$ cat src/rtl/core/window_capped_distinct_count_unit_macros.svh
// Assertion helpers for the distinct-count unit.
// Both sample on clk and are disabled while arst_n is low.
`ifndef WINDOW_CAPPED_DISTINCT_COUNT_UNIT_MACROS_SVH
`define WINDOW_CAPPED_DISTINCT_COUNT_UNIT_MACROS_SVH

`ifndef SYNTHESIS

// same-cycle implication
`define WCDC_ASSERT_NOW(name, ante, cons, msg) \
	name: assert property (@(posedge clk) disable iff (!arst_n) (ante) |-> (cons)) \
		else $error(msg);

// next-cycle implication
`define WCDC_ASSERT_NEXT(name, ante, cons, msg) \
	name: assert property (@(posedge clk) disable iff (!arst_n) (ante) |=> (cons)) \
		else $error(msg);

`else

`define WCDC_ASSERT_NOW(name, ante, cons, msg)

`define WCDC_ASSERT_NEXT(name, ante, cons, msg)

`endif

`endif

$ cat src/rtl/core/wcdc_pkg.sv
`timescale 1ns / 1ps

package wcdc_pkg;

	localparam int POS_W   = 10;
	localparam int VAL_W   = 10;
	localparam int CNT_W   = 11;
	localparam int LIMIT_W = 11;

	localparam logic [LIMIT_W-1:0] LIMIT_RESET = LIMIT_W'(1);

	localparam int ARRAY_DEPTH_DEF = 1024;
	localparam int VALUE_RANGE_DEF = 1024;

	// command queue between front and back
	localparam int FQ_DEPTH = 2;
	localparam int FQ_AW    = $clog2(FQ_DEPTH);

	localparam logic MODE_LOAD  = 1'b0;
	localparam logic MODE_QUERY = 1'b1;

	typedef enum logic [1:0] {
		CMD_LOAD  = 2'd0,
		CMD_QUERY = 2'd1,
		CMD_DRAIN = 2'd2
	} cmd_kind_t;

	typedef struct packed {
		cmd_kind_t          kind;
		logic [POS_W-1:0]   left;   // load position or query left bound
		logic [POS_W-1:0]   right;
		logic [VAL_W-1:0]   val;
	} cmd_t;

endpackage

$ cat src/rtl/core/wcdc_front.sv
`timescale 1ns / 1ps

module wcdc_front #(
	parameter int ARRAY_DEPTH = wcdc_pkg::ARRAY_DEPTH_DEF,
	parameter int VALUE_RANGE = wcdc_pkg::VALUE_RANGE_DEF
) (
	input  logic                      clk,
	input  logic                      arst_n,
	input  logic                      push,
	output logic                      full,
	input  logic                      mode,
	input  logic [wcdc_pkg::POS_W-1:0] position,
	input  logic [wcdc_pkg::POS_W-1:0] right_bound,
	input  logic [wcdc_pkg::VAL_W-1:0] value_code,
	input  logic                      clear_busy,
	output logic                      cmd_valid,
	input  logic                      cmd_ready,
	output wcdc_pkg::cmd_t            cmd
);
	import wcdc_pkg::*;

	logic [31:0]      pos32, rb32, val32, last_pos;
	logic [POS_W-1:0] pos_sat, rb_sat;
	logic             load_ok, accept, enq, deq;
	cmd_t             new_cmd;

	cmd_t             fq_q [FQ_DEPTH];
	logic [FQ_AW-1:0] wr_ptr_q, rd_ptr_q;
	logic [FQ_AW:0]   fill_q;

	assign pos32    = 32'(position);
	assign rb32     = 32'(right_bound);
	assign val32    = 32'(value_code);
	assign last_pos = 32'(ARRAY_DEPTH - 1);

	// bounds past the array end clamp to the last entry
	assign pos_sat = (pos32 >= 32'(ARRAY_DEPTH)) ? last_pos[POS_W-1:0] : position;
	assign rb_sat  = (rb32 >= 32'(ARRAY_DEPTH)) ? last_pos[POS_W-1:0] : right_bound;
	assign load_ok = (pos32 < 32'(ARRAY_DEPTH)) && (val32 < 32'(VALUE_RANGE));

	always_comb begin
		new_cmd       = '0;
		new_cmd.left  = pos_sat;
		new_cmd.right = rb_sat;
		new_cmd.val   = value_code;
		if (mode == MODE_LOAD) begin
			new_cmd.kind = CMD_LOAD;
			new_cmd.left = position;
		end else if (pos_sat > rb_sat) begin
			new_cmd.kind = CMD_DRAIN;
		end else begin
			new_cmd.kind = CMD_QUERY;
		end
	end

	assign full      = (fill_q == (FQ_AW + 1)'(FQ_DEPTH)) || clear_busy;
	assign accept    = push && !full;
	// out-of-range loads are dropped here
	assign enq       = accept && ((mode == MODE_QUERY) || load_ok);
	assign cmd_valid = (fill_q != '0);
	assign deq       = cmd_valid && cmd_ready;
	assign cmd       = fq_q[rd_ptr_q];

	always_ff @(posedge clk or negedge arst_n) begin
		if (!arst_n) begin
			wr_ptr_q <= '0;
			rd_ptr_q <= '0;
			fill_q   <= '0;
		end else begin
			if (enq) begin
				wr_ptr_q <= wr_ptr_q + FQ_AW'(1);
			end
			if (deq) begin
				rd_ptr_q <= rd_ptr_q + FQ_AW'(1);
			end
			case ({enq, deq})
				2'b10:   fill_q <= fill_q + (FQ_AW + 1)'(1);
				2'b01:   fill_q <= fill_q - (FQ_AW + 1)'(1);
				default: fill_q <= fill_q;
			endcase
		end
	end

	always_ff @(posedge clk) begin
		if (enq) begin
			fq_q[wr_ptr_q] <= new_cmd;
		end
	end

endmodule

$ cat config.mk
export PLATFORM = sky130hd
export DESIGN_NAME = wcdc_front
export DESIGN_NICKNAME = d
export VERILOG_FILES = /design/src/rtl/core/window_capped_distinct_count_unit_macros.svh /design/src/rtl/core/wcdc_pkg.sv /design/src/rtl/core/wcdc_front.sv
export SDC_FILE = /design/constraint.sdc
export NUM_CORES = 1
export LEC_CHECK = 0
export ABC_AREA = 1
export ABC_CLOCK_PERIOD_IN_PS = 2950
export BUFFER_PORTS_ARGS = -buffer_cell sky130_fd_sc_hd__buf_2
export CAP_MARGIN = 25
export CORE_MARGIN = 3
export CORE_UTILIZATION = 50
export CTS_CLUSTER_DIAMETER = 50
export DETAILED_ROUTE_END_ITERATION = 7
export PLACE_DENSITY = 0.78
export SLEW_MARGIN = 5
export SYNTH_ARGS = -nofsm -noshare
export SYNTH_HDL_FRONTEND = slang
export SYNTH_SLANG_ARGS = --single-unit
$ cat constraint.sdc
create_clock -name clk -period 2.95 [get_ports clk]
set_input_delay 0 -clock clk [delete_from_list [all_inputs] [get_ports clk]]
set_output_delay 0 -clock clk [all_outputs]
set_load 0.1 [all_outputs]
==> results of run 1 <==
## state kept, by name (all words and copies together) (netlist names)
register,cells
fq_q,64
fill_q,2
wr_ptr_q,1
rd_ptr_q,1
## cell families after synthesis
logic type / count (synthesis) / synth area share [%]
AO/OA/AOI/OAI: 5 / 1.01
XOR/XNOR: 4 / 1.22
adder cells (fa/ha/maj): 11 / 4.81
buffers and inverters: 31 / 4.63
flip-flops: 68 / 70.7
AND/OR/NAND/NOR: 125 / 17.7
## synth_stat cells
cell type / number / share of area (%)
nand2_1: 115 / 15
edfxtp_1: 64 / 67
inv_1: 22 / 2.9
ha_1: 11 / 4.8
buf_2: 4 / 0.70
dfrtp_1: 4 / 3.5
a21oi_1: 3 / 0.52
buf_4: 3 / 0.79
nand3_2: 3 / 1.0
xor2_1: 3 / 0.92
inv_2: 2 / 0.26
nor2_1: 2 / 0.26
nor2_2: 2 / 0.44
a21oi_2: 1 / 0.31
nand2_2: 1 / 0.22
nand4_1: 1 / 0.22
nor2_4: 1 / 0.39
o21ai_0: 1 / 0.17
xnor2_1: 1 / 0.31
## tightest hold or removal path: stages
cell and delay [ns]:
buf_2 0.08, inv_1 0.05, nor2_2 0.11
## layout make-up
| type | count | area, sq um | area share, % |
|---|---|---|---|
| Clock buffer | 10 | 128 | 3.40 |
| Clock inverter | 5 | 20.0 | 0.534 |
| Inverter | 24 | 90.1 | 2.40 |
| Multi-Input combinational cell | 145 | 722 | 19.2 |
| Sequential cell | 68 | 2020 | 53.9 |
| Tap cell | 70 | 87.6 | 2.33 |
| Timing Repair Buffer | 103 | 683 | 18.2 |
## worst paths after layout
path	to	from	slack, ns	depth (start not counted)
worst max-delay path	fq_q[0][15]	fill_q[0]	1.09	4
worst min-delay path	fq_q[0][31]	mode	0.02	3
worst max register to register	fq_q[0][15]	fill_q[0]	1.09	4
worst min register to register	fill_q[0]	fill_q[0]	0.55	1
max in group asynchronous	fill_q[0]	arst_n	2.21	3
min in group asynchronous	wr_ptr_q	arst_n	0.57	3
## layout by cell type, fill, tap and decap left out, types with 2 or more instances in the layout
cell type,n
nor2_4,3
ha_1,11
dlygate4sd3_1,33
edfxtp_1,64
nand3_2,3
buf_2,69
nand2_1,115
a21oi_1,3
nor2_2,2
clkinv_1,4
inv_1,22
clkbuf_8,9
xor2_1,3
dfrtp_1,4
inv_2,2
## stage by stage
| step | utilization [%] | cells |
|---|---|---|
| 4_1_cts | 70.8 | 425 |
| 3_5_place_dp | 61.8 | 377 |
| 6_report | 70.8 | 425 |
| 3_3_place_gp | 61.8 | 377 |
| 2_1_floorplan | - | 244 |
| 5_1_grt | 70.8 | 425 |
## timing repair
action	in CTS	in global routing
resized for setup	0	0
hold buffers	33	0
hold endpoints to repair	65	0
## metal layers
metal | share of wire (%) | wire length [um]
met5 | 0 | 0
met4 | 1.4 | 78
met3 | 5.3 | 293
met2 | 50 | 2720
met1 | 44 | 2390
==> impl_metrics.toml, run 1 <==
[run_status]
status = "finished clean"

[synth]
synth_seq_cells = 68
syn_nets = 291
yosysSeqAreaShare_pct = 70.7
synth.avg_cell_area_sq_um = 11.7
synthDistinctLibCells = 19
syn_area_sq_um = 2860
yosysWarningCount = 0
postSynthCellCount = 244

[cts]
numCtsBuffers = 9
path_clk_slew_ns = 0.07
clockBufferDepth = 2
htree_levels = 3
worstSkewPairLatency_ns = 0.33
root_buffer = "clkbuf_8"
cts_sinks = 68
cts_tree = "yes"
cts_setup_buffers = 0

[placement]
finalWeightedCongestion = 0.713
dpl-instance-area_sq_um = 3270
post-place-ws_ns = 1.06
hpwl_um = 3440
port_buffers = 69

[grt]
grt_max_degree = 34
grtUsageMet2_pct = 32.9
grtUsageTotal_pct = 18.4
grt_use_met1_pct = 21.0
grt_busiest_layer = "met2"
antenna_found_initial = 0
grt_pass1_vias = 2019
grt-ovfl-total = 0
use_met3_pct = 5.70
grt_pass1_wl_um = 8930

[sta]
relSlewSlack_pct = 36.9
fin_skew_ns = 0.00657
tightest_slew_ns = 0.945
slew_viol_final = 0
fin_tns_setup_ns = 0
rsz0062_at_grt = "no"
setup_viol = 0
final.period_utilization_pct = 63.1
max_freq_ghz = 0.537
hold_viol = 0
fin_ws_ns = 1.09
fin_crit_ns = 1.86
holdWs_ns = 0.0241

[flow_run]
maxCapViolCount = 0

[floorplanning]
initial_core_util_pct = 54.0
top_level_ports = 70
die_x_um = 81.7
rows = 26
die-area_sq_um = 6670
die_h_um = 81.7
core_area_sq_um = 5300

[setup_path]
critPathLaunchType = "flip-flop"
path_cells = "inv_2 > nand2_1 > nand3_2 > nor2_4"
crit_slowest_cell = "nor2_4"
crit_path_max_fanout = 32
cp.arrival_ns = 1.81
worst_setup_path_end_kind = "flip-flop"
critPathMaxStageDelay_ns = 0.75
critPathRequiredTime_ns = 2.90
critPathKind = "reg2reg"
critPathTopFamily = "simple AND/OR/NAND/NOR gates"
critPathBufInv = 1

[drt]
ant_nets = 0
routed-via-count = 1963
wl_per_cell_um = 12.9
drtIter0Drc = 117
dr.pass1.iters = 4
drc_errors = 0
viasPerCell = 4.62
wl_um = 5480

[finish]
nFillCells = 384
drive_above_1_share_pct = 25.9
diodes = 0
area_growth_pct = 31.1
fin_area_sq_um = 3750
fin_nets = 398

[min_path]
hp-class = "in2reg"
Power of run 1 is not shown: default switching activity piles up to over one toggle a cycle in this logic, so the estimate is an artifact.
==> run 2: changes to the inputs <==
- ABC_CLOCK_PERIOD_IN_PS: 2950 -> 1900
- clock period: 2.95 -> 1.9 ns (I/O delays scaled with it)
==> run 2 against run 1 <==
  * Via count up 3.5%
  * Clock skew down 0.00065 ns
  * Flip-flop and latch count unchanged
  * Critical path depth up 1
  * Clock-buffer cell count up 3
  * Routed wire length up 3.9%
  * Sequential share of layout area down 1.2 points
  * Non-clock buffer count up 3
  * Critical endpoint is now cmd[21]
==> impl_metrics.toml, run 2 (synthesized netlist as in run 1, its figures left out) <==
[finish]
largest_register_ffs = 64
layout_common_cells = "nand2_1 (115), buf_2 (69), edfxtp_1 (64), dlygate4sd3_1 (33), inv_1 (22)"
nFillCells = 390
drive_above_1_share_pct = 26.5
reg.largest.list = "fq_q (64), fill_q (2)"
area_growth_pct = 34.2
largest-register = "fq_q"
diodes = 0
multi_input_area_sq_um = 722
layout_commonest_cell = "nand2_1"
fin_nets = 401
regArea_sq_um = 2020

[drt]
drc_errors = 0
wl_per_cell_um = 13.3
viasPerCell = 4.73
wl_um = 5690
ant_nets = 0
routed-via-count = 2031
dr.pass1.iters = 4
drtIter0Drc = 84

[cts]
clockBufferDepth = 2
htree_levels = 3
path_clk_slew_ns = 0.07
worstSkewPairLatency_ns = 0.32
root_buffer = "clkbuf_8"
cts_tree = "yes"
numCtsBuffers = 9
cts_sinks = 68

[flow_run]
maxCapViolCount = 0

[setup_path]
cp.arrival_ns = 1.75
critPathLaunchType = "flip-flop"
reg2reg_from = "fill_q[0]"
critPathRequiredTime_ns = 1.90
crit_start = "rd_ptr_q"
critPathKind = "reg2out"
crit_path_max_fanout = 21
worst_setup_path_end_kind = "output port"

[floorplanning]
die_h_um = 81.7
core_area_sq_um = 5300
rows = 26
initial_core_util_pct = 54.0
top_level_ports = 70
die-area_sq_um = 6670
die_x_um = 81.7

[sta]
max_freq_ghz = 0.570
fin_skew_ns = 0.00592
relSlewSlack_pct = 66.7
final.period_utilization_pct = 92.4
fin_crit_ns = 1.75
setup_viol = 0
slew_viol_final = 0
tightest_slew_ns = 0.504
hold_viol = 0
holdWs_ns = 0.0337
rsz0062_at_grt = "no"

[grt]
grt-ovfl-total = 0
grt_max_degree = 33
grt_pass1_wl_um = 8980
antenna_found_initial = 0
grtUsageTotal_pct = 18.3
grt_pass1_vias = 2021

[min_path]
hp-class = "in2reg"
min_from = "mode"

[run_status]
status = "finished clean"

[placement]
finalWeightedCongestion = 0.695
port_buffers = 69
hpwl_um = 3510
==> run 2: changes by cell type in the layout (fill, tap and decap cells not counted), sizes merged <==
cell / previous run / this run
clkbuf: 10 / 13
buf: 70 / 73
clkinv: 5 / 2
bufinv: 0 / 1
==> run 2: metal layers <==
| metal | global-route usage (%) | up-vias | part of all wire [%] |
|---|---|---|---|
| li1 | - | 1012 | - |
| met1 | 20.8 | 946 | 42 |
| met2 | 33.7 | 62 | 52 |
| met3 | 4.28 | 11 | 5.2 |
| met4 | 6.48 | 0 | 1.5 |
| met5 | 0 | - | 0 |
==> run 2: path summary, 6_finish.rpt <==
check                               to  slack [ns]  cells past startpoint
hold reg to reg              fill_q[0]        0.55                      1
min in group asynchronous     wr_ptr_q        0.57                      3
setup / recovery               cmd[21]        0.15                      5
setup reg to reg             fill_q[1]        0.24                      7
max in group asynchronous     rd_ptr_q        1.15                      3
hold / removal             fq_q[1][31]        0.03                      3
==> run 2: worst max-delay path: stages, from the launching register on <==
cell	delay [ns]
dfrtp_1	0.40
inv_2	0.24
buf_12	0.20
nand2_1	0.06
nand2_1	0.09
buf_2	0.43
==> run 2: per-stage QoR <==
stage	instances	area [sq um]	utilization (%)	setup WS, ns	TNS (ns)
after floorplan	244	2860	-	-0.492	-31.69
after global placement	380	3330	62.9	0.418	0
after detailed placement	380	3330	62.9	0.268	0
after CTS	429	3840	72.4	0.141	0
after global routing	429	3840	72.4	0.0860	0
final	429	3840	72.4	0.145	0
==> run 2: area by class of cell <==
type | count | area share [%]
sequential | 68 | 52.6
clock buffer | 13 | 3.62
timing repair buffer | 106 | 19.3
multi-input combinational | 145 | 18.8
inverter | 24 | 2.35
clock inverter | 3 | 0.977
tap | 70 | 2.28
==> run 2: timing repair <==
action / in CTS / in global routing
hold buffers: 33 / 0
setup buffers: 0 / 0
endpoints found under the hold margin: 65 / 0
gates resized for setup: 0 / 0
Power of run 2 is left out for the same reason.
